[src/sv/jsu_pkg.sv]
// ----------------------------------------------------------------------------
// JSON string unescape package
// Shared types, codes and helper functions for the string unescape core.
// ----------------------------------------------------------------------------
package jsu_pkg;

    // Text characters that the decoder recognizes.
    localparam logic [7:0] C_QUOTE     = 8'h22;
    localparam logic [7:0] C_BACKSLASH = 8'h5C;
    localparam logic [7:0] C_SLASH     = 8'h2F;
    localparam logic [7:0] C_LOWER_U   = 8'h75;
    localparam logic [7:0] C_LOWER_B   = 8'h62;
    localparam logic [7:0] C_LOWER_F   = 8'h66;
    localparam logic [7:0] C_LOWER_N   = 8'h6E;
    localparam logic [7:0] C_LOWER_R   = 8'h72;
    localparam logic [7:0] C_LOWER_T   = 8'h74;

    // Most bytes that one input word can produce.
    localparam int unsigned MAX_RESULTS = 3;

    // Decoder phase.
    typedef enum logic [1:0] {
        PH_WAIT = 2'd0,
        PH_BODY = 2'd1,
        PH_ESC  = 2'd2,
        PH_HEX  = 2'd3
    } t_phase;

    // Result status codes.
    typedef enum logic [1:0] {
        ST_DATA = 2'd0,
        ST_DONE = 2'd1,
        ST_END  = 2'd2,
        ST_BADU = 2'd3
    } t_status;

    // Input word.
    typedef struct packed {
        logic [7:0] text_byte;
        logic       data_end;
    } t_in_word;

    // Output word.
    typedef struct packed {
        logic [7:0] out_byte;
        logic [1:0] status;
        logic       last_of_run;
    } t_out_word;

    // All results caused by one input word.
    typedef struct packed {
        logic [1:0]                        count;
        t_status                           status;
        logic [MAX_RESULTS-1:0][7:0]       bytes;
    } t_res_grp;

    // Hex digit value; bit 4 is set when the character is not a hex digit.
    function automatic logic [4:0] hex_value(input logic [7:0] c);
        logic [4:0] v;
        if (c >= 8'h30 && c <= 8'h39) begin
            v = {1'b0, 4'(c - 8'h30)};
        end else if (c >= 8'h61 && c <= 8'h66) begin
            v = {1'b0, 4'(c - 8'h57)};
        end else if (c >= 8'h41 && c <= 8'h46) begin
            v = {1'b0, 4'(c - 8'h37)};
        end else begin
            v = 5'h10;
        end
        return v;
    endfunction

endpackage

[src/sv/jsu_decode.sv]
// ----------------------------------------------------------------------------
// JSON string unescape decoder
// Holds the parse state and turns one input word into its group of results.
// ----------------------------------------------------------------------------
module jsu_decode (
    input  logic              i_clk,
    input  logic              i_rst_n,
    input  logic              i_advance,
    input  jsu_pkg::t_in_word i_word,
    output jsu_pkg::t_res_grp o_grp
);
    import jsu_pkg::*;

    t_phase      r_phase,      n_phase;
    logic [1:0]  r_hex_count,  n_hex_count;
    logic [15:0] r_code_accum, n_code_accum;
    logic        r_bad,        n_bad;

    logic [7:0]  c;
    logic [4:0]  digit;

    assign c     = i_word.text_byte;
    assign digit = hex_value(c);

    // Next state and result group for the word in the input register.
    always_comb begin
        n_phase      = r_phase;
        n_hex_count  = r_hex_count;
        n_code_accum = r_code_accum;
        n_bad        = r_bad;
        o_grp        = '0;
        o_grp.status = ST_DATA;

        if (i_word.data_end) begin
            o_grp.count  = 2'd1;
            o_grp.status = ST_END;
            n_phase      = PH_WAIT;
        end else begin
            unique case (r_phase)
                PH_WAIT: begin
                    n_phase = PH_BODY;
                end
                PH_BODY: begin
                    if (c == C_QUOTE) begin
                        o_grp.count  = 2'd1;
                        o_grp.status = ST_DONE;
                        n_phase      = PH_WAIT;
                    end else if (c == C_BACKSLASH) begin
                        n_phase = PH_ESC;
                    end else begin
                        o_grp.count    = 2'd1;
                        o_grp.bytes[0] = c;
                    end
                end
                PH_ESC: begin
                    n_phase = PH_BODY;
                    if (c == C_LOWER_U) begin
                        n_hex_count  = 2'd0;
                        n_code_accum = '0;
                        n_bad        = 1'b0;
                        n_phase      = PH_HEX;
                    end else begin
                        // Unknown escape characters are dropped.
                        o_grp.count = 2'd1;
                        unique case (c)
                            C_QUOTE:     o_grp.bytes[0] = C_QUOTE;
                            C_BACKSLASH: o_grp.bytes[0] = C_BACKSLASH;
                            C_SLASH:     o_grp.bytes[0] = C_SLASH;
                            C_LOWER_B:   o_grp.bytes[0] = 8'h08;
                            C_LOWER_F:   o_grp.bytes[0] = 8'h0C;
                            C_LOWER_N:   o_grp.bytes[0] = 8'h0A;
                            C_LOWER_R:   o_grp.bytes[0] = 8'h0D;
                            C_LOWER_T:   o_grp.bytes[0] = 8'h09;
                            default:     o_grp.count    = 2'd0;
                        endcase
                    end
                end
                PH_HEX: begin
                    if (!digit[4]) begin
                        n_code_accum = {r_code_accum[11:0], digit[3:0]};
                    end else begin
                        n_bad = 1'b1;
                    end
                    if (r_hex_count == 2'd3) begin
                        n_hex_count = 2'd0;
                        if (n_bad) begin
                            o_grp.count  = 2'd1;
                            o_grp.status = ST_BADU;
                            n_phase      = PH_WAIT;
                        end else begin
                            // UTF-8 encoding of the gathered code point.
                            n_phase = PH_BODY;
                            if (n_code_accum[15:7] == '0) begin
                                o_grp.count    = 2'd1;
                                o_grp.bytes[0] = n_code_accum[7:0];
                            end else if (n_code_accum[15:11] == '0) begin
                                o_grp.count    = 2'd2;
                                o_grp.bytes[0] = {3'b110, n_code_accum[10:6]};
                                o_grp.bytes[1] = {2'b10, n_code_accum[5:0]};
                            end else begin
                                o_grp.count    = 2'd3;
                                o_grp.bytes[0] = {4'b1110, n_code_accum[15:12]};
                                o_grp.bytes[1] = {2'b10, n_code_accum[11:6]};
                                o_grp.bytes[2] = {2'b10, n_code_accum[5:0]};
                            end
                        end
                    end else begin
                        n_hex_count = r_hex_count + 2'd1;
                    end
                end
                default: begin
                    n_phase = PH_WAIT;
                end
            endcase
        end
    end

    // Parse state registers.
    always_ff @(posedge i_clk) begin
        if (!i_rst_n) begin
            r_phase      <= PH_WAIT;
            r_hex_count  <= '0;
            r_code_accum <= '0;
            r_bad        <= 1'b0;
        end else if (i_advance) begin
            r_phase      <= n_phase;
            r_hex_count  <= n_hex_count;
            r_code_accum <= n_code_accum;
            r_bad        <= n_bad;
        end
    end

    // An end of data always returns the decoder to waiting for a quote.
    a_end_to_wait: assert property (@(posedge i_clk) disable iff (!i_rst_n)
        i_advance && i_word.data_end |=> r_phase == PH_WAIT)
        else $error("phase did not return to wait after end of data");

    // The digit count only moves while gathering hex digits.
    a_hex_count_idle: assert property (@(posedge i_clk) disable iff (!i_rst_n)
        i_advance && r_phase != PH_HEX && !(r_phase == PH_ESC && c == C_LOWER_U)
        |=> $stable(r_hex_count))
        else $error("hex digit count changed outside a unicode escape");

endmodule

[src/sv/jsu_out_buf.sv]
// ----------------------------------------------------------------------------
// JSON string unescape result buffer
// Holds one group of results and hands them out one word at a time.
// ----------------------------------------------------------------------------
module jsu_out_buf (
    input  logic               i_clk,
    input  logic               i_rst_n,
    input  logic               i_load,
    input  jsu_pkg::t_res_grp  i_grp,
    output logic               o_free,
    output logic               o_valid,
    input  logic               i_ready,
    output jsu_pkg::t_out_word o_word
);
    import jsu_pkg::*;

    logic [1:0]                  r_left;
    logic [1:0]                  r_pos;
    t_status                     r_status;
    logic [MAX_RESULTS-1:0][7:0] r_bytes;
    logic [7:0]                  cur_byte;
    logic                        take;

    assign o_valid = (r_left != 2'd0);
    assign take    = o_valid && i_ready;
    assign o_free  = (r_left == 2'd0) || (r_left == 2'd1 && i_ready);

    // Select the byte at the current read position.
    always_comb begin
        unique case (r_pos)
            2'd1:    cur_byte = r_bytes[1];
            2'd2:    cur_byte = r_bytes[2];
            default: cur_byte = r_bytes[0];
        endcase
    end

    always_comb begin
        o_word.out_byte    = cur_byte;
        o_word.status      = r_status;
        o_word.last_of_run = (r_left == 2'd1);
    end

    // Count and position of the words still to deliver.
    always_ff @(posedge i_clk) begin
        if (!i_rst_n) begin
            r_left <= '0;
            r_pos  <= '0;
        end else if (i_load) begin
            r_left <= i_grp.count;
            r_pos  <= '0;
        end else if (take) begin
            r_left <= r_left - 2'd1;
            r_pos  <= r_pos + 2'd1;
        end
    end

    // Payload of the group.
    always_ff @(posedge i_clk) begin
        if (i_load) begin
            r_status <= i_grp.status;
            r_bytes  <= i_grp.bytes;
        end
    end

    // A new group never overwrites words that are still waiting.
    a_no_overwrite: assert property (@(posedge i_clk) disable iff (!i_rst_n)
        i_load |-> o_free)
        else $error("result group loaded over pending words");

    // The read position never runs past the stored bytes.
    a_pos_range: assert property (@(posedge i_clk) disable iff (!i_rst_n)
        {1'b0, r_pos} + {1'b0, r_left} <= 3'd3)
        else $error("read position beyond the result group");

endmodule

[src/sv/json_string_unescape_core.sv]
// One JSON text byte is accepted per cycle unless the result buffer is still
// busy; a word enters an input register, is decoded from that register and
// its results are loaded into the result buffer, which drives the output.
// A word that yields one result or none keeps the full rate of one word per
// cycle while the output is ready. A \u escape that expands to two or three
// UTF-8 bytes holds the input, because the result buffer delivers at most one
// word per cycle and takes the next group only as its last word leaves.
// ----------------------------------------------------------------------------
// JSON string unescape core
// Decodes quoted JSON strings byte by byte into raw bytes plus status words.
// ----------------------------------------------------------------------------
module json_string_unescape_core (
    input  logic               i_clk,
    input  logic               i_rst_n,
    input  logic               i_in_valid,
    output logic               o_in_ready,
    input  jsu_pkg::t_in_word  i_in_word,
    output logic               o_out_valid,
    input  logic               i_out_ready,
    output jsu_pkg::t_out_word o_out_word
);
    import jsu_pkg::*;

    logic     r_in_valid;
    t_in_word r_in_word;
    logic     grp_free;
    logic     advance;
    t_res_grp grp;

    // The registered word moves on once the result buffer can take its group.
    assign advance    = r_in_valid && grp_free;
    assign o_in_ready = !r_in_valid || advance;

    // Input register.
    always_ff @(posedge i_clk) begin
        if (!i_rst_n) begin
            r_in_valid <= 1'b0;
        end else if (o_in_ready) begin
            r_in_valid <= i_in_valid;
        end
    end

    always_ff @(posedge i_clk) begin
        if (o_in_ready && i_in_valid) begin
            r_in_word <= i_in_word;
        end
    end

    jsu_decode u_decode (
        .i_clk     (i_clk),
        .i_rst_n   (i_rst_n),
        .i_advance (advance),
        .i_word    (r_in_word),
        .o_grp     (grp)
    );

    jsu_out_buf u_out_buf (
        .i_clk   (i_clk),
        .i_rst_n (i_rst_n),
        .i_load  (advance),
        .i_grp   (grp),
        .o_free  (grp_free),
        .o_valid (o_out_valid),
        .i_ready (i_out_ready),
        .o_word  (o_out_word)
    );

    // A held input word is never dropped while the buffer is busy.
    a_hold_input: assert property (@(posedge i_clk) disable iff (!i_rst_n)
        r_in_valid && !grp_free |=> r_in_valid && $stable(r_in_word))
        else $error("input word lost while result buffer was busy");

    // Only data words carry a nonzero byte.
    a_status_byte: assert property (@(posedge i_clk) disable iff (!i_rst_n)
        o_out_valid && o_out_word.status != ST_DATA |-> o_out_word.out_byte == 8'h00)
        else $error("status word carries a data byte");

endmodule
[config.mk]
export PLATFORM = sky130hd
export DESIGN_NAME = json_string_unescape_core
export DESIGN_NICKNAME = d
export VERILOG_FILES = /design/src/sv/jsu_pkg.sv /design/src/sv/jsu_decode.sv /design/src/sv/jsu_out_buf.sv /design/src/sv/json_string_unescape_core.sv
export SDC_FILE = /design/constraint.sdc
export NUM_CORES = 1
export LEC_CHECK = 0
export ABC_CLOCK_PERIOD_IN_PS = 3200
export CORE_MARGIN = 5
export CORE_UTILIZATION = 55
export CTS_CLUSTER_SIZE = 28
export DETAILED_ROUTE_END_ITERATION = 8
export DONT_BUFFER_PORTS = 1
export PLACE_DENSITY = 0.73
export SYNTH_ARGS = -nofsm -noshare
export SYNTH_HDL_FRONTEND = slang
export SYNTH_SLANG_ARGS = --single-unit
[constraint.sdc]
create_clock -name i_clk -period 3.2 [get_ports i_clk]
set_input_delay 0.64 -clock i_clk [delete_from_list [all_inputs] [get_ports i_clk]]
set_output_delay 0.64 -clock i_clk [all_outputs]
set_load 0.01 [all_outputs]
==> results of run 1 <==
[metal layers]
layer / part of all wire / global-route usage / up-vias
li1: - / - / 1452
met1: 0.46 / 0.323 / 1417
met2: 0.45 / 0.358 / 150
met3: 0.074 / 0.0529 / 13
met4: 0.018 / 0.0704 / 0
met5: 0 / 0 / -
[stage by stage]
step | worst slack [ns] | hold slack (ns)
floorplan | 0.748 | 0.449
global placement | 0.542 | 0.458
detailed placement | 0.480 | 0.470
CTS | 0.462 | 0.373
global route | 0.245 | 0.366
finish | 0.425 | 0.386
[flip-flops by register name, indices dropped and copies added, names as in the netlist]
register               cells
r_in_valid                 1
u_decode.r_bad             1
u_out_buf.r_bytes         22
u_out_buf.r_pos            2
u_out_buf.r_left           2
u_decode.r_phase           2
u_out_buf.r_status         2
u_decode.r_code_accum     16
u_decode.r_hex_count       2
r_in_word                  9
[cells by family (layout without fill, tap and decap cells)]
kind of cell / Yosys count / after routing
buffers and inverters: 39 / 37
XOR/XNOR: 1 / 1
multiplexers: 2 / 2
flip-flops: 59 / 59
adder cells (fa/ha/maj): 9 / 9
AO/OA/AOI/OAI: 132 / 132
AND/OR/NAND/NOR: 141 / 141
[worst paths after layout]
check | cells after the start | slack, ns | start | endpoint
worst min-delay path | 0 | 0.39 | i_in_word[6] | r_in_word[6]
worst min register to register | 2 | 0.48 | u_decode.r_code_accum[13] | u_decode.r_code_accum[13]
worst max register to register | 7 | 0.42 | r_in_word[1] | u_out_buf.r_bytes[12]
worst max-delay path | 7 | 0.42 | r_in_word[1] | u_out_buf.r_bytes[12]
[cell type report]
class / instances / area, um2
tap: 77 / 96.3
clock buffer: 12 / 166
fill: 560 / 2540
inverter: 17 / 63.8
timing repair buffer: 4 / 30.0
sequential: 59 / 1510
multi-input combinational: 285 / 1820
clock inverter: 4 / 46.3
[layout by cell type (no fill, tap or decap), types with 3 or more instances in the layout]
cell type / n
sky130_fd_sc_hd__a2111oi_0: 5
sky130_fd_sc_hd__nand2_1: 43
sky130_fd_sc_hd__ha_1: 9
sky130_fd_sc_hd__o22ai_1: 4
sky130_fd_sc_hd__nor3_2: 3
sky130_fd_sc_hd__nor4_1: 5
sky130_fd_sc_hd__and2_1: 3
sky130_fd_sc_hd__and3_1: 8
sky130_fd_sc_hd__nor2b_1: 4
sky130_fd_sc_hd__a21oi_1: 29
sky130_fd_sc_hd__nor3_1: 8
sky130_fd_sc_hd__clkbuf_8: 10
sky130_fd_sc_hd__or3_1: 3
sky130_fd_sc_hd__inv_1: 14
sky130_fd_sc_hd__nor2_1: 25
sky130_fd_sc_hd__or2_2: 3
sky130_fd_sc_hd__nand3_1: 9
sky130_fd_sc_hd__or4_1: 4
sky130_fd_sc_hd__edfxtp_1: 33
sky130_fd_sc_hd__o21ai_0: 24
sky130_fd_sc_hd__a22oi_1: 11
sky130_fd_sc_hd__a211o_1: 3
sky130_fd_sc_hd__o21ai_1: 8
sky130_fd_sc_hd__and4b_1: 3
sky130_fd_sc_hd__a31oi_1: 8
sky130_fd_sc_hd__dfxtp_1: 26
sky130_fd_sc_hd__a211oi_1: 7
sky130_fd_sc_hd__buf_4: 4
sky130_fd_sc_hd__nand2b_1: 5
[power by group through the flow]
stage	Clock, mW	Combinational, mW	Sequential [mW]
after floorplan	0	0.349	0.931
after global placement	0	0.391	0.967
after detailed placement	0	0.399	0.971
after CTS	0.731	0.401	0.955
after global routing	0.767	0.443	0.966
final	0.719	0.400	0.956
==> impl_results.html, run 1 <==
<table>
<tr><th>Metric</th><th>Value</th></tr>
<tr><th colspan="2">Status</th></tr>
<tr><td>Result of the run</td><td>finished clean</td></tr>
<tr><th colspan="2">Layout</th></tr>
<tr><td># nets final</td><td>roughly 400</td></tr>
<tr><td>Synthesis-to-layout area growth</td><td>7.03%</td></tr>
<tr><td>Final core utilization</td><td>0.595</td></tr>
<tr><td>Diode insertion count for antenna repair</td><td>0</td></tr>
<tr><td>Fraction of final layout cells sized beyond drive strength 1</td><td>0.0971</td></tr>
<tr><td>Post-Layout Cell Count</td><td>between 400 and 500</td></tr>
<tr><td>Final std cell area, no fill</td><td>about 0.0037 mm2</td></tr>
<tr><th colspan="2">Route</th></tr>
<tr><td>Detailed-routing iteration count for the pre-antenna-repair pass</td><td>8</td></tr>
<tr><td>Via density per instance</td><td>around 6.6</td></tr>
<tr><td>Via count</td><td>about 3000</td></tr>
<tr><td>Mean routed wirelength per cell</td><td>about 19 um</td></tr>
<tr><td>Wirelength, routed</td><td>a little under 9000 um</td></tr>
<tr><td>Number of nets still failing antenna checks after routing</td><td>0</td></tr>
<tr><td>Number of remaining DRC errors</td><td>0</td></tr>
<tr><td>Number of DRC markers in iteration 0</td><td>roughly 310</td></tr>
<tr><th colspan="2">Logic synthesis</th></tr>
<tr><td>Share of cell area taken by muxes after synthesis</td><td>0.00574</td></tr>
<tr><td>Post-synthesis adder-cell area fraction</td><td>0.0323</td></tr>
<tr><td>Most area-consuming cells after synthesis</td><td>sky130_fd_sc_hd__edfxtp_1, sky130_fd_sc_hd__dfxtp_1, sky130_fd_sc_hd__nand2_1</td></tr>
<tr><td>Proportion of netlist area held by the largest area contributor</td><td>0.284</td></tr>
<tr><td>Avg Cell Area, Syn</td><td>around 9 um2</td></tr>
<tr><td>Compound-gate portion of the synthesized area</td><td>0.256</td></tr>
<tr><td>Async S/R FF share, synth</td><td>0</td></tr>
<tr><td>Main combinational cell family by area after synthesis</td><td>compound AO/OA/AOI/OAI gates</td></tr>
<tr><td>Number of synthesized flops with an enable pin</td><td>33</td></tr>
<tr><td>Syn nets</td><td>between 400 and 500</td></tr>
<tr><td>Leading cell type by number of instances after synthesis</td><td>sky130_fd_sc_hd__nand2_1</td></tr>
<tr><td>Area of the mapped netlist</td><td>~0.0035 mm2</td></tr>
<tr><td>Leading cell types by count after synthesis</td><td>sky130_fd_sc_hd__nand2_1, sky130_fd_sc_hd__edfxtp_1, sky130_fd_sc_hd__a21oi_1</td></tr>
<tr><td>Register bit total from synthesis</td><td>59</td></tr>
<tr><td>Number of unique standard cell types used by synthesis</td><td>71</td></tr>
<tr><td>Dominant register cell in the synthesized netlist</td><td>sky130_fd_sc_hd__edfxtp_1</td></tr>
<tr><td>Cell taking the most area after synthesis</td><td>sky130_fd_sc_hd__edfxtp_1</td></tr>
<tr><td>Sequential-to-total area share from yosys stat</td><td>0.433</td></tr>
<tr><td>Xor and xnor fraction of the mapped netlist area</td><td>0.00251</td></tr>
<tr><td>Post-synthesis simple-gate area fraction</td><td>0.225</td></tr>
<tr><td>Number of synthesis warnings</td><td>0</td></tr>
<tr><td>Count of mapped cells out of synthesis</td><td>approximately 380</td></tr>
<tr><th colspan="2">Critical path</th></tr>
<tr><td>Arrival @ worst endpoint</td><td>2.85 ns</td></tr>
<tr><td>Crit-path leading delay family</td><td>simple AND/OR/NAND/NOR gates</td></tr>
<tr><td>Type of element launching the critical path</td><td>flip-flop</td></tr>
<tr><td>Required time worst endpoint</td><td>3.27 ns</td></tr>
<tr><td>Largest fanout on the critical path</td><td>14</td></tr>
<tr><td>Slowest cell on crit path</td><td>sky130_fd_sc_hd__a2111oi_0</td></tr>
<tr><td>Capturing element type of the critical path</td><td>flip-flop</td></tr>
<tr><td>CP Class</td><td>flip-flop to flip-flop</td></tr>
<tr><td>Delay of the slowest cell on the worst path</td><td>about 0.52 ns</td></tr>
<tr><td>Number of buffer and inverter instances along the worst setup path</td><td>1</td></tr>
<tr><td>CP cell instances</td><td>inv_1 &gt; ha_1 &gt; or3b_4 &gt; nand3_4 &gt; nand2_1 &gt; a2111oi_0 &gt; a211oi_1</td></tr>
<tr><th colspan="2">Floorplan</th></tr>
<tr><td>Area of the die</td><td>around 0.0080 mm2</td></tr>
<tr><td>Width of the chip</td><td>~90 um</td></tr>
<tr><td>Placeable core region</td><td>between 0.006 and 0.007 mm2</td></tr>
<tr><td>Boundary pin count</td><td>26</td></tr>
<tr><td>Starting density of the core</td><td>0.556</td></tr>
<tr><td>Chip Height</td><td>89.7 um</td></tr>
<tr><td>Number of placement rows</td><td>29</td></tr>
<tr><th colspan="2">GRT</th></tr>
<tr><td>Number of global-route vias before repair</td><td>2655</td></tr>
<tr><td>Wire length of the first global-routing pass</td><td>about 14000 um</td></tr>
<tr><td>All-layer global routing usage</td><td>0.231</td></tr>
<tr><td>Residual overflow from global routing</td><td>0</td></tr>
<tr><td>Maximum number of pins on one net before global-route repair</td><td>29</td></tr>
<tr><td>Antenna violations before repair</td><td>0</td></tr>
<tr><th colspan="2">Power and ir drop</th></tr>
<tr><td>Cell Pwr Density</td><td>about 560 mW/mm2</td></tr>
<tr><td>Reported net switching power</td><td>0.631 mW</td></tr>
<tr><td>Leakage Power</td><td>1.27 nW</td></tr>
<tr><td>Comb pwr share</td><td>0.193</td></tr>
<tr><td>Post-route total power</td><td>slightly above 2 mW</td></tr>
<tr><td>Largest voltage drop on the vdd net</td><td>0.356 mV</td></tr>
<tr><td>Fraction of power consumed by sequential logic</td><td>0.461</td></tr>
<tr><td>Internal power summed over all cells</td><td>1.44 mW</td></tr>
<tr><td>Switching power as a share of total power</td><td>0.304</td></tr>
<tr><td>Clock network fraction of design power</td><td>0.346</td></tr>
<tr><th colspan="2">Clock network</th></tr>
<tr><td>Buffer depth of the longest clock path</td><td>2</td></tr>
<tr><td>Number of buffers inserted for hold repair after clock tree synthesis</td><td>0</td></tr>
<tr><td>Register clock-pin slew on the reported worst setup and hold paths</td><td>approximately 0.070 ns</td></tr>
<tr><td>Clock tree from TritonCTS</td><td>built</td></tr>
<tr><td>Cell at the root of the clock tree</td><td>sky130_fd_sc_hd__clkbuf_8</td></tr>
<tr><td>Total clock sinks</td><td>59</td></tr>
<tr><td>TritonCTS buffer count</td><td>9</td></tr>
<tr><td>Latest clock arrival within the worst-skew pair</td><td>~0.34 ns</td></tr>
<tr><td>Post-cts repair resize count</td><td>0</td></tr>
<tr><td>H-Tree Depth</td><td>3</td></tr>
<tr><td>Setup repair bufs after CTS</td><td>0</td></tr>
<tr><th colspan="2">STA</th></tr>
<tr><td>Setup Total Neg Slack</td><td>0 ns</td></tr>
<tr><td>Top achievable clock speed</td><td>about 0.36 GHz</td></tr>
<tr><td>Unrepaired setup endpoints after global routing</td><td>false</td></tr>
<tr><td>Clock period minus final worst setup slack</td><td>between 2 and 3 ns</td></tr>
<tr><td>Share of the cycle needed by the critical path after routing</td><td>0.867</td></tr>
<tr><td>Final count of negative-setup-slack endpoints</td><td>0</td></tr>
<tr><td>Worst slew slack as a fraction of its limit</td><td>0.343</td></tr>
<tr><td>Transition at the pin with the smallest max-transition slack</td><td>a little under 1 ns</td></tr>
<tr><td>Worst-case clock skew</td><td>~0.0099 ns</td></tr>
<tr><td>Number of endpoints with negative hold slack in the final report</td><td>0</td></tr>
<tr><td>Fin. max-slew vios</td><td>0</td></tr>
<tr><th colspan="2">Place</th></tr>
<tr><td>Global placer's final weighted congestion</td><td>0.985</td></tr>
<tr><td>Area post-placement</td><td>0.00352 mm2</td></tr>
<tr><td>Total half-perimeter wirelength after legalization and detailed placement</td><td>roughly 6400 um</td></tr>
<tr><td>Input/output buffers</td><td>0</td></tr>
<tr><td>Instance count after placement with tap cells included</td><td>442</td></tr>
<tr><th colspan="2">Job</th></tr>
<tr><td>Number of maximum-capacitance violations</td><td>0</td></tr>
<tr><th colspan="2">Worst hold path</th></tr>
<tr><td>Path type of the worst min-delay path</td><td>primary input to flip-flop</td></tr>
</table>
No activity file was read; power rests on OpenSTA's default activity.
==> run 2, diff against run 1 <==
--- a/config.mk
+++ b/config.mk
@@ -14,4 +14,5 @@
 export PLACE_DENSITY = 0.73
 export SYNTH_ARGS = -nofsm -noshare
 export SYNTH_HDL_FRONTEND = slang
+export SYNTH_HIERARCHICAL = 1
 export SYNTH_SLANG_ARGS = --single-unit
==> run 2 against run 1 <==
Setup slack lost 0.20 ns. Sequential power shrank 3.3%. Non-clock buffer count grew 2. Via count shrank 8.4%. Cell area grew 0.33%. Hold slack gained 0.0035 ns. Clock-buffer cell count shrank 3. Maximum frequency shrank 6.8%.
==> impl_results.html, run 2 <==
<table>
<tr><th>Metric</th><th>Value</th></tr>
<tr><th colspan="2">Place</th></tr>
<tr><td>Instance count after placement with tap cells included</td><td>425 (was 442)</td></tr>
<tr><td>Input/output buffers</td><td>0 (unchanged)</td></tr>
<tr><td>Global placer's final weighted congestion</td><td>0.926 (was 0.985)</td></tr>
<tr><td>Total half-perimeter wirelength after legalization and detailed placement</td><td>6030 um (was 6420 um)</td></tr>
<tr><th colspan="2">Logic synthesis</th></tr>
<tr><td>Dominant register cell in the synthesized netlist</td><td>sky130_fd_sc_hd__edfxtp_1 (unchanged)</td></tr>
<tr><td>Cell taking the most area after synthesis</td><td>sky130_fd_sc_hd__edfxtp_1 (unchanged)</td></tr>
<tr><td>Proportion of netlist area held by the largest area contributor</td><td>0.298 (was 0.284)</td></tr>
<tr><td>Number of synthesis warnings</td><td>6 (was 0)</td></tr>
<tr><td>Sequential-to-total area share from yosys stat</td><td>0.446 (was 0.433)</td></tr>
<tr><td>Most area-consuming cells after synthesis</td><td>sky130_fd_sc_hd__edfxtp_1, sky130_fd_sc_hd__dfxtp_1, sky130_fd_sc_hd__a22oi_1 (was sky130_fd_sc_hd__edfxtp_1, sky130_fd_sc_hd__dfxtp_1, sky130_fd_sc_hd__nand2_1)</td></tr>
<tr><td>Area of the mapped netlist</td><td>0.00353 mm2 (was 0.00349 mm2)</td></tr>
<tr><td>Leading cell types by count after synthesis</td><td>sky130_fd_sc_hd__edfxtp_1, sky130_fd_sc_hd__nand2_1, sky130_fd_sc_hd__dfxtp_1 (was sky130_fd_sc_hd__nand2_1, sky130_fd_sc_hd__edfxtp_1, sky130_fd_sc_hd__a21oi_1)</td></tr>
<tr><td>Leading cell type by number of instances after synthesis</td><td>sky130_fd_sc_hd__edfxtp_1 (was sky130_fd_sc_hd__nand2_1)</td></tr>
<tr><td>Register bit total from synthesis</td><td>61 (was 59)</td></tr>
<tr><td>Count of mapped cells out of synthesis</td><td>362 (was 383)</td></tr>
<tr><td>Async S/R FF share, synth</td><td>0 (unchanged)</td></tr>
<tr><td>Number of unique standard cell types used by synthesis</td><td>68 (was 71)</td></tr>
<tr><td>Avg Cell Area, Syn</td><td>9.74 um2 (was 9.11 um2)</td></tr>
<tr><td>Number of synthesized flops with an enable pin</td><td>35 (was 33)</td></tr>
<tr><th colspan="2">Layout</th></tr>
<tr><td>Commonest non-fill, non-tap cell in the layout</td><td>sky130_fd_sc_hd__edfxtp_1 (was sky130_fd_sc_hd__nand2_1)</td></tr>
<tr><td>Commonest cells after routing, fill and taps aside</td><td>sky130_fd_sc_hd__edfxtp_1, sky130_fd_sc_hd__nand2_1, sky130_fd_sc_hd__dfxtp_1 (was sky130_fd_sc_hd__nand2_1, sky130_fd_sc_hd__edfxtp_1, sky130_fd_sc_hd__a21oi_1)</td></tr>
<tr><td>Fraction of final layout cells sized beyond drive strength 1</td><td>0.126 (was 0.0971)</td></tr>
<tr><td>Diode insertion count for antenna repair</td><td>0 (unchanged)</td></tr>
<tr><td>Count of fill cells added during filler insertion</td><td>548 (was 560)</td></tr>
<tr><td>Largest register FFs</td><td>24 (was 22)</td></tr>
<tr><td>Registers with the most flip-flops</td><td>u_out_buf/r_bytes x24, u_decode/r_code_accum x16, r_in_word x9 (was u_out_buf.r_bytes x22, u_decode.r_code_accum x16, r_in_word x9)</td></tr>
<tr><td># nets final</td><td>381 (was 398)</td></tr>
<tr><td>Largest reg by FF count</td><td>u_out_buf/r_bytes (was u_out_buf.r_bytes)</td></tr>
<tr><td>Sequential cell area</td><td>0.00157 mm2 (was 0.00151 mm2)</td></tr>
<tr><td>Synthesis-to-layout area growth</td><td>6.28% (was 7.03%)</td></tr>
<tr><td>Post-Layout Cell Count</td><td>441 (was 458)</td></tr>
<tr><td>Total area of multi-input combinational cells</td><td>0.00179 mm2 (was 0.00182 mm2)</td></tr>
<tr><th colspan="2">Worst hold path</th></tr>
<tr><td>Path type of the worst min-delay path</td><td>primary input to flip-flop (unchanged)</td></tr>
<tr><td>Beginning of the worst hold path</td><td>i_in_word[7] (was i_in_word[6])</td></tr>
<tr><th colspan="2">Critical path</th></tr>
<tr><td>Arrival @ worst endpoint</td><td>3.20 ns (was 2.85 ns)</td></tr>
<tr><td>Largest fanout on the critical path</td><td>8 (was 14)</td></tr>
<tr><td>Reg-to-Reg Start</td><td>r_in_word[2] (was r_in_word[1])</td></tr>
<tr><td>Delay of the slowest cell on the worst path</td><td>0.56 ns (was 0.52 ns)</td></tr>
<tr><td>Timing startpoint of the critical path</td><td>r_in_word[2] (was r_in_word[1])</td></tr>
<tr><td>Count of cells along the worst register-to-register path</td><td>10 (was 7)</td></tr>
<tr><td>Capturing element type of the critical path</td><td>flip-flop (unchanged)</td></tr>
<tr><td>Worst r2r dst</td><td>u_out_buf/r_left[0] (was u_out_buf.r_bytes[12])</td></tr>
<tr><td>Type of element launching the critical path</td><td>flip-flop (unchanged)</td></tr>
<tr><td>Slowest cell on crit path</td><td>sky130_fd_sc_hd__a2111oi_4 (was sky130_fd_sc_hd__a2111oi_0)</td></tr>
<tr><td>Required time worst endpoint</td><td>3.43 ns (was 3.27 ns)</td></tr>
<tr><td>CP cell instances</td><td>inv_1 &gt; ha_1 &gt; o21bai_2 &gt; a2111oi_4 &gt; o21ai_2 &gt; a221oi_4 &gt; nor2_1 &gt; or4_1 &gt; o21ai_0 &gt; a21oi_1 (was inv_1 &gt; ha_1 &gt; or3b_4 &gt; nand3_4 &gt; nand2_1 &gt; a2111oi_0 &gt; a211oi_1)</td></tr>
<tr><td>Worst Setup EP</td><td>u_out_buf/r_left[0] (was u_out_buf.r_bytes[12])</td></tr>
<tr><td>Reg-to-reg setup timing slack</td><td>0.22 ns (was 0.42 ns)</td></tr>
<tr><td>CP Class</td><td>flip-flop to flip-flop (unchanged)</td></tr>
<tr><th colspan="2">STA</th></tr>
<tr><td>Worst-case clock skew</td><td>0.00619 ns (was 0.00993 ns)</td></tr>
<tr><td>Clock period minus final worst setup slack</td><td>2.98 ns (was 2.78 ns)</td></tr>
<tr><td>Worst slew slack as a fraction of its limit</td><td>0.622 (was 0.343)</td></tr>
<tr><td>Setup Total Neg Slack</td><td>0 ns (unchanged)</td></tr>
<tr><td>Final count of negative-setup-slack endpoints</td><td>0 (unchanged)</td></tr>
<tr><td>Transition at the pin with the smallest max-transition slack</td><td>0.564 ns (was 0.985 ns)</td></tr>
<tr><td>Number of endpoints with negative hold slack in the final report</td><td>0 (unchanged)</td></tr>
<tr><td>Top achievable clock speed</td><td>0.336 GHz (was 0.360 GHz)</td></tr>
<tr><td>Unrepaired setup endpoints after global routing</td><td>false (unchanged)</td></tr>
<tr><td>Fin. max-slew vios</td><td>0 (unchanged)</td></tr>
<tr><td>Share of the cycle needed by the critical path after routing</td><td>0.930 (was 0.867)</td></tr>
<tr><th colspan="2">Clock network</th></tr>
<tr><td>Register clock-pin slew on the reported worst setup and hold paths</td><td>0.07 ns (about the same)</td></tr>
<tr><td>Post-cts repair resize count</td><td>0 (unchanged)</td></tr>
<tr><td>TritonCTS buffer count</td><td>9 (unchanged)</td></tr>
<tr><td>H-Tree Depth</td><td>3 (unchanged)</td></tr>
<tr><td>Number of buffers inserted for hold repair after clock tree synthesis</td><td>0 (unchanged)</td></tr>
<tr><td>Cell at the root of the clock tree</td><td>sky130_fd_sc_hd__clkbuf_8 (unchanged)</td></tr>
<tr><td>Buffer depth of the longest clock path</td><td>2 (unchanged)</td></tr>
<tr><td>Latest clock arrival within the worst-skew pair</td><td>0.34 ns (about the same)</td></tr>
<tr><td>Clock tree from TritonCTS</td><td>built (unchanged)</td></tr>
<tr><td>Total clock sinks</td><td>61 (was 59)</td></tr>
<tr><th colspan="2">GRT</th></tr>
<tr><td>Antenna violations before repair</td><td>0 (unchanged)</td></tr>
<tr><td>Wire length of the first global-routing pass</td><td>13800 um (was 13900 um)</td></tr>
<tr><td>Number of global-route vias before repair</td><td>2673 (was 2655)</td></tr>
<tr><td>Maximum number of pins on one net before global-route repair</td><td>30 (was 29)</td></tr>
<tr><td>All-layer global routing usage</td><td>0.211 (was 0.231)</td></tr>
<tr><td>Residual overflow from global routing</td><td>0 (unchanged)</td></tr>
<tr><th colspan="2">Power and ir drop</th></tr>
<tr><td>Comb pwr share</td><td>0.140 (was 0.193)</td></tr>
<tr><td>Fraction of power consumed by sequential logic</td><td>0.497 (was 0.461)</td></tr>
<tr><td>Reported net switching power</td><td>0.519 mW (was 0.631 mW)</td></tr>
<tr><td>Clock network fraction of design power</td><td>0.363 (was 0.346)</td></tr>
<tr><td>Post-route total power</td><td>1.86 mW (was 2.07 mW)</td></tr>
<tr><td>Cell Pwr Density</td><td>497 mW/mm2 (was 556 mW/mm2)</td></tr>
<tr><td>Switching power as a share of total power</td><td>0.279 (was 0.304)</td></tr>
<tr><td>Leakage Power</td><td>1.30 nW (was 1.27 nW)</td></tr>
<tr><td>Largest voltage drop on the vdd net</td><td>0.306 mV (was 0.356 mV)</td></tr>
<tr><td>Internal power summed over all cells</td><td>1.34 mW (was 1.44 mW)</td></tr>
<tr><th colspan="2">Route</th></tr>
<tr><td>Via density per instance</td><td>6.30 (was 6.62)</td></tr>
<tr><td>Number of nets still failing antenna checks after routing</td><td>0 (unchanged)</td></tr>
<tr><td>Via count</td><td>2778 (was 3032)</td></tr>
<tr><td>Wirelength, routed</td><td>8260 um (was 8810 um)</td></tr>
<tr><td>Number of DRC markers in iteration 0</td><td>228 (was 312)</td></tr>
<tr><td>Mean routed wirelength per cell</td><td>18.7 um (was 19.2 um)</td></tr>
<tr><td>Detailed-routing iteration count for the pre-antenna-repair pass</td><td>5 (was 8)</td></tr>
<tr><td>Number of remaining DRC errors</td><td>0 (unchanged)</td></tr>
<tr><th colspan="2">Floorplan</th></tr>
<tr><td>Starting density of the core</td><td>0.562 (was 0.556)</td></tr>
<tr><td>Width of the chip</td><td>90.1 um (was 89.7 um)</td></tr>
<tr><td>Number of placement rows</td><td>29 (unchanged)</td></tr>
<tr><td>Boundary pin count</td><td>26 (unchanged)</td></tr>
<tr><td>Area of the die</td><td>0.00811 mm2 (was 0.00804 mm2)</td></tr>
<tr><td>Chip Height</td><td>90.1 um (was 89.7 um)</td></tr>
<tr><td>Placeable core region</td><td>0.00628 mm2 (unchanged)</td></tr>
<tr><th colspan="2">Job</th></tr>
<tr><td>Number of maximum-capacitance violations</td><td>0 (unchanged)</td></tr>
<tr><th colspan="2">Status</th></tr>
<tr><td>Result of the run</td><td>finished clean (unchanged)</td></tr>
</table>
## run 2: cell types whose count changed after synthesis, sizes merged, moves of 6 or more
cell / delta
a22oi: +11
nor2b: +17
nand2: -10
a211oi: -7
mux2i: +6
a21oi: -15
and2: +8
## run 2: repair_timing
| action | 4_1_cts | 5_1_grt |
|---|---|---|
| endpoints found under the hold margin | 0 | 0 |
| endpoints found under the setup margin | 0 | 1 |
| buffers inserted | 0 | 0 |
## run 2: area by class of cell
| cell class | instances | area share |
|---|---|---|
| Multi-Input combinational cell | 268 | 0.477 |
| Inverter | 13 | 0.0130 |
| Tap cell | 77 | 0.0257 |
| Clock buffer | 9 | 0.0331 |
| Sequential cell | 61 | 0.419 |
| Clock inverter | 7 | 0.0197 |
| Timing Repair Buffer | 6 | 0.0120 |
## run 2: how the worst min path moves through the flow
stage | depth (start not counted) | endpoint | slack, ns
2_1_floorplan | 2 | u_decode/r_hex_count[1] | 0.44
3_3_place_gp | 2 | u_decode/r_hex_count[1] | 0.46
3_5_place_dp | 2 | u_decode/r_hex_count[1] | 0.47
4_1_cts | 0 | r_in_word[7] | 0.37
5_1_grt | 0 | r_in_word[0] | 0.37
6_report | 0 | r_in_word[7] | 0.39
## run 2: stage by stage
stage	setup slack, ns	hold slack (ns)	utilization	instance area [um2]
after floorplan	0.526	0.445	-	3530
after global placement	0.359	0.457	0.565	3550
after detailed placement	0.228	0.470	0.565	3550
after CTS	0.208	0.374	0.597	3750
after global routing	0.0515	0.366	0.597	3750
final	0.223	0.390	0.597	3750
## run 2: critical path, delay by kind of cell (launching register included)
family	cells	cell delay, ns
compound gates	6	1.51
flops	1	0.48
simple gates	2	0.45
fa+ha+maj	1	0.28
buf+inv	1	0.14
## run 2: power groups by stage
stage          combinational, mW  clock, mW  sequential, mW
6_report                   0.261      0.676           0.924
5_1_grt                    0.288      0.733           0.931
4_1_cts                    0.262      0.697           0.924
3_5_place_dp               0.261          0           0.941
3_3_place_gp               0.255          0           0.939
2_1_floorplan              0.230          0           0.920
## run 2: cells by family (layout without fill, tap and decap cells)
logic type,Yosys count,after routing,share of synthesized area
fa+ha+maj,9,9,0.0319
buf+inv,34,35,0.0483
other cells,1,2,0.00106
xor+xnor,2,2,0.00497
simple gates,137,137,0.220
flops,61,61,0.446
mux,9,9,0.0259
compound gates,109,109,0.222
## run 2: routing by layer
layer | wire, um | track usage | part of all wire | up-vias
li1 | - | - | - | 1340
met1 | 3930 | 0.294 | 0.48 | 1315
met3 | 447 | 0.0417 | 0.054 | 17
met5 | 0 | 0 | 0 | -
met2 | 3660 | 0.310 | 0.44 | 106
met4 | 225 | 0.107 | 0.027 | 0
